### src/b3cp_div.sv
// ---------------------------------------------------------------------------
// b3cp_div
// Pipelined restoring divider, one quotient bit per stage. Flags overflow
// when the quotient does not fit in QB bits. Sideband travels alongside.
// ---------------------------------------------------------------------------
module b3cp_div #(
  parameter int NW = 48,
  parameter int DW = 20,
  parameter int QB = 41,
  parameter int SW = 1
) (
  input  logic          clk,
  input  logic          rst,
  input  logic          en,
  input  logic          vi,
  input  logic [NW-1:0] n,
  input  logic [DW-1:0] d,
  input  logic [SW-1:0] side,
  output logic          vo,
  output logic [QB-1:0] q,
  output logic          ovf,
  output logic [SW-1:0] side_o
);

  localparam int HW = NW - QB;
  localparam int CW = (HW > DW) ? HW : DW;

  logic          v    [0:QB];
  logic [DW-1:0] rem  [0:QB];
  logic [QB-1:0] nq   [0:QB];
  logic [DW-1:0] dv   [0:QB];
  logic          ov   [0:QB];
  logic [SW-1:0] sd   [0:QB];

  // entry stage: overflow check and remainder seed
  always_ff @(posedge clk) begin
    if (rst) begin
      v[0] <= 1'b0;
    end else if (en) begin
      v[0] <= vi;
    end
  end

  always_ff @(posedge clk) begin
    if (en) begin
      rem[0] <= DW'(n[NW-1:QB]);
      nq[0]  <= n[QB-1:0];
      dv[0]  <= d;
      ov[0]  <= CW'(n[NW-1:QB]) >= CW'(d);
      sd[0]  <= side;
    end
  end

  // one quotient bit per stage
  for (genvar s = 0; s < QB; s++) begin : g_step
    logic [DW:0] t;
    logic [DW:0] sub;
    logic        ge;

    assign t   = {rem[s], nq[s][QB-1]};
    assign sub = t - {1'b0, dv[s]};
    assign ge  = t >= {1'b0, dv[s]};

    always_ff @(posedge clk) begin
      if (rst) begin
        v[s+1] <= 1'b0;
      end else if (en) begin
        v[s+1] <= v[s];
      end
    end

    always_ff @(posedge clk) begin
      if (en) begin
        rem[s+1] <= ge ? sub[DW-1:0] : t[DW-1:0];
        nq[s+1]  <= {nq[s][QB-2:0], ge};
        dv[s+1]  <= dv[s];
        ov[s+1]  <= ov[s];
        sd[s+1]  <= sd[s];
      end
    end
  end

  assign vo     = v[QB];
  assign q      = nq[QB];
  assign ovf    = ov[QB];
  assign side_o = sd[QB];

endmodule

### config.mk
export PLATFORM = sky130hd
export DESIGN_NAME = b3cp_div
export DESIGN_NICKNAME = d
export VERILOG_FILES = /design/src/b3cp_div.sv
export SDC_FILE = /design/constraint.sdc
export NUM_CORES = 2
export LEC_CHECK = 0
export BUFFER_PORTS_ARGS = -buffer_cell sky130_fd_sc_hd__buf_2
export CAP_MARGIN = 15
export CORE_ASPECT_RATIO = 0.6
export CORE_MARGIN = 4
export CORE_UTILIZATION = 64
export CTS_BUF_LIST = sky130_fd_sc_hd__clkbuf_16
export CTS_CLUSTER_DIAMETER = 150
export DETAILED_ROUTE_END_ITERATION = 12
export PLACE_DENSITY = 0.8
export SLEW_MARGIN = 0
export SYNTH_ARGS = -nofsm -noshare
export SYNTH_HDL_FRONTEND = slang
export SYNTH_SLANG_ARGS = --single-unit
### constraint.sdc
create_clock -name clk -period 4.76 [get_ports clk]
set_input_delay 0.476 -clock clk [delete_from_list [all_inputs] [get_ports clk]]
set_output_delay 0.476 -clock clk [all_outputs]
set_load 0.03 [all_outputs]
# Word-level counts from Yosys, hierarchy flattened
# Memory sizes are Yosys's and may differ from the RTL's.
# Cells that the tools add are included.
[totals] output_inout_bits=44 n_memories=6 elab_cells=220 ram_bits=3528 regBits=0 inputBits=73
[op_classes] muxes=89 addsub=41 n_lt_le_gt_ge=42 n_bitwise=42
[mem_list] memory="nq" words=42 width=41 read_ports=42 rd_ports_with_merged_regs=0 write_ports=42 line="30" text="logic [QB-1:0] nq [0:QB];"
[mem_list] memory="dv" words=42 width=20 read_ports=41 rd_ports_with_merged_regs=0 write_ports=42 line="31" text="logic [DW-1:0] dv [0:QB];"
[mem_list] memory="rem" words=42 width=20 read_ports=41 rd_ports_with_merged_regs=0 write_ports=42 line="29" text="logic [DW-1:0] rem [0:QB];"
[mem_list] memory="ov" words=42 width=1 read_ports=42 rd_ports_with_merged_regs=0 write_ports=42 line="32" text="logic ov [0:QB];"
[mem_list] memory="sd" words=42 width=1 read_ports=42 rd_ports_with_merged_regs=0 write_ports=42 line="33" text="logic [SW-1:0] sd [0:QB];"
[mem_list] memory="v" words=42 width=1 read_ports=42 rd_ports_with_merged_regs=0 write_ports=42 line="28" text="logic v [0:QB];"
[ops] cell="greater-or-equal comparator 21 x 20 -> 1 bit" count=41
[ops] cell="two-way mux 20 bit" count=41
[ops] cell="subtractor 20 bit" count=41
[ops] cell="two-way mux 1 bit" count=48
[ops] cell="bitwise OR 1 bit" count=42
[ops] cell="greater-or-equal comparator 7 x 20 -> 1 bit" count=1

# Depth between registers and ports, before layout
[logic_depth] ltp_word=4 ltp_mapped=14 depth_no_buf=12

# Least setup slack after synthesis
# OpenSTA, ideal clock, no wires.
[synth_timing] path_kind="register -> register" from="mem dv[14][1] (netlist: dv[0][281])" to="mem rem[15][2] (netlist: rem[0][302]) (data pin)" slack_ns=1.425 path_stages_with_launch=13 period_less_slack_ns=3.335 arrival_ns=3.075 n_path_buf=1 setup_ns=0.260 path_cell_list="edfxtp_1 -> inv_1 -> ha_1 -> and2b_4 -> o31a_2 -> o2111ai_2 -> nand2_2 -> a221o_2 -> a211oi_4 -> a21oi_2 -> a2111oi_4 -> buf_6 -> mux2_4"
[synth_rtl] element="start: declaration" line="31"
[synth_rtl] element="end: declaration" line="29"

==> reports/results.tsv <==
stage	metric	value	unit
route	wirelength	310	mm
sta	setup_tns	0	ns
worst_hold_path	whs_path_depth	1	
run	drv_cap	0	
global_route	grt_pass1_vias	84200	
clocking	h-tree-depth	5	
sta	max_slew_margin	0.246	
global_route	track_usage	0.245	
cells_and_area	final_cell_mix	edfxtp_1 (3475), inv_1 (1062), ha_1 (815)	
sta	holdWs	0.154	ns
floorplan	fp.dieH	390	um
critical_path	path_max_fanout	21	
synth	yosysUniqueCellTypes	100	
sta	finalHoldViolations	0	
sta	rsz0062_at_grt	no	
sta	slew_viol_final	0	
cells_and_area	nets	11900	
floorplan	core	240000	um2
pwr	ir_drop	0.000340	V
sta	clock_skew	0.0518	ns
pwr	p_leak	0.0665	uW
sta	worstMarginPinSlew	1.13	ns
clocking	clk_pin_slew	0.07	ns
synth	ys_seq_area_frac	0.672	
sta	finalCritPeriodShare	0.898	
route	ant_nets	0	
clocking	cts_made_buffers	315	
critical_path	start_kind	register	
clocking	clk_latency	0.87	ns
route	avgRoutedWirePerCell	21.4	um
floorplan	die_area	251000	um2
critical_path	crit_type	reg2reg	
critical_path	end_kind	register	
route	drt_iter0_drc	9046	
placement	portBuffers	116	
route	dr.pass1.iters	7	
placement	place.gp.congestion	0.948	
global_route	grt_start_max_net_pins	163	
clocking	cts_sinks	3475	
synth	avgSynthCellArea	14.7	um2
floorplan	io_pins	117	
clocking	cts_resized	0	
sta	finalCriticalPeriod	4.27	ns
sta	fmax	234	MHz
floorplan	die_w	644	um
global_route	grt_pass1_wl	486	mm
synth	synth_ff_type	edfxtp_1	
synth	async_flop_share	0	
route	dr_total_vias	86100	
critical_path	arrival	4.83	ns
placement	place.detailed.hpwl	213	mm
synth	syn-num-nets	11500	
global_route	grt_remaining_overflow	0	
clocking	cts_tree	built	
cells_and_area	mostFrequentLayoutCell	edfxtp_1	
worst_hold_path	hold_class	in2reg	
critical_path	reg2reg_depth	12	
pwr	powerDensity	640	nW/um2
global_route	antenna_found_initial	6	
floorplan	initial_utilization	0.647	
critical_path	required	5.32	ns
synth	syn_area	155000	um2
sta	setup_viol	0	
clocking	cts.path.max_buffers	4	
synth	ys_ff_latch	3475	
cells_and_area	drive_gt1_frac	0.103	
route	drcViolationCount	0	
synth	ys.warnings.count	0	
outcome	status	finished clean	
synth	synth_edf_count	3475	
clocking	cts_root_buffer	clkbuf_16	
synth	postSynthCellCount	10500	
floorplan	row_count	139	
cells_and_area	syn2layout_area_growth	10.2	%
route	viasPerCell	5.94	
==> timing repair <==
item                                    CTS  global route
hold endpoints to repair                 70             0
buffers inserted                          0             0
hold buffers                             70             0
endpoints found under the setup margin    0             0
==> synthesized netlist by cell type (all sizes together) (18+ instances only) <==
cell type | count | area share
and3 | 53 | 0.0022
and2b | 18 | 0.0011
and2 | 55 | 0.0022
nand2b | 71 | 0.0029
o31ai | 37 | 0.0018
mux2i | 77 | 0.0050
a221o | 21 | 0.0014
a21o | 243 | 0.012
o31a | 37 | 0.0022
o21a | 146 | 0.0071
mux2 | 529 | 0.043
nand3 | 123 | 0.0040
xor2 | 197 | 0.011
o2111ai | 27 | 0.0020
ha | 815 | 0.066
a311oi | 21 | 0.0012
clkbuf | 80 | 0.0019
o21ai | 439 | 0.014
inv | 1029 | 0.025
xnor2 | 410 | 0.023
nor2b | 126 | 0.0051
edfxtp | 3475 | 0.67
nor3 | 131 | 0.0042
nor4 | 26 | 0.0012
or3 | 55 | 0.0023
a21boi | 56 | 0.0027
a21oi | 577 | 0.019
o21bai | 59 | 0.0029
nand4 | 123 | 0.0050
a2111oi | 19 | 0.0025
o211ai | 46 | 0.0022
buf | 102 | 0.0050
a211o | 27 | 0.0015
nor2 | 482 | 0.012
a211oi | 58 | 0.0038
nand3b | 19 | 0.00092
nand2 | 464 | 0.011
a31oi | 39 | 0.0017
fa | 40 | 0.0052
o41ai | 34 | 0.0020
==> worst max-delay path, stage by stage, from the launching register on <==
cell	delay, ns
edfxtp_1	0.58
inv_1	0.10
ha_1	0.32
and2b_4	0.19
o31a_2	0.33
o2111ai_2	0.22
nand2_2	0.10
a221o_2	0.42
a211oi_4	0.26
a21oi_2	0.10
a2111oi_4	0.32
buf_4	0.43
mux2i_1	0.59
==> through the flow <==
stage / utilization / instance area, um2 / cells / power (uW) / worst slack [ns]
after CTS: 0.712 / 171000 / 14500 / 110000 / 0.575
after floorplan: - / 155000 / 10500 / 73900 / 1.42
final: 0.712 / 171000 / 14500 / 110000 / 0.488
after global placement: 0.668 / 160000 / 13900 / 82800 / 0.708
after detailed placement: 0.668 / 160000 / 13900 / 84000 / 0.679
after global routing: 0.712 / 171000 / 14500 / 116000 / 0.316
==> power by group <==
group          switching, uW  internal, uW  leakage, uW
combinational          21500         18400       0.0274
clock                  11200         13800      0.00510
sequential              3270         41300       0.0340
==> worst paths after layout <==
path	startpoint	end	slack (ns)
setup / recovery	dv[1][141]$_DFFE_PP_	rem[1][160]$_DFFE_PP_	0.49
hold / removal	en	nq[0][455]$_DFFE_PP_	0.15
setup reg to reg	dv[1][141]$_DFFE_PP_	rem[1][160]$_DFFE_PP_	0.49
hold reg to reg	nq[0][397]$_DFFE_PP_	nq[0][439]$_DFFE_PP_	0.38
==> registers in the layout, indices dropped and copies added (netlist names) <==
signal and cells:
sd 42, dv 820, v 42, nq 1722, rem 807, ov 42
==> kinds of logic (layout without fill, tap and decap cells) <==
kind of cell | Yosys count | count (layout) | share of synthesized area
simple gates | 1796 | 1796 | 0.0566
fa+ha+maj | 855 | 855 | 0.0708
compound gates | 1999 | 1999 | 0.0868
xor+xnor | 607 | 607 | 0.0342
mux | 606 | 606 | 0.0483
flops | 3475 | 3475 | 0.672
other cells | 0 | 1 | 0
buf+inv | 1211 | 1921 | 0.0318
==> cell type report <==
cell class | instances | area [um2]
flip-flops and latches | 3475 | 104000
fillers | 15400 | 69100
multi-input cells | 5863 | 46200
clock buffers | 316 | 7910
well taps | 3243 | 4060
inverters | 1029 | 3860
repair buffers | 324 | 2720
clock inverters | 252 | 2150
diodes | 1 | 2.50
==> per-layer routing <==
metal  GRT usage  part of all wire  up-vias  wire, um
met5           0          0.000042        -        13
met4      0.0488             0.018        2      5740
met3      0.0402             0.072      471     22300
met2       0.353              0.42     2928    132000
li1            -                 -    40300         -
met1       0.397              0.49    42300    151000
Note: power is estimated with default switching activity, not from simulation.
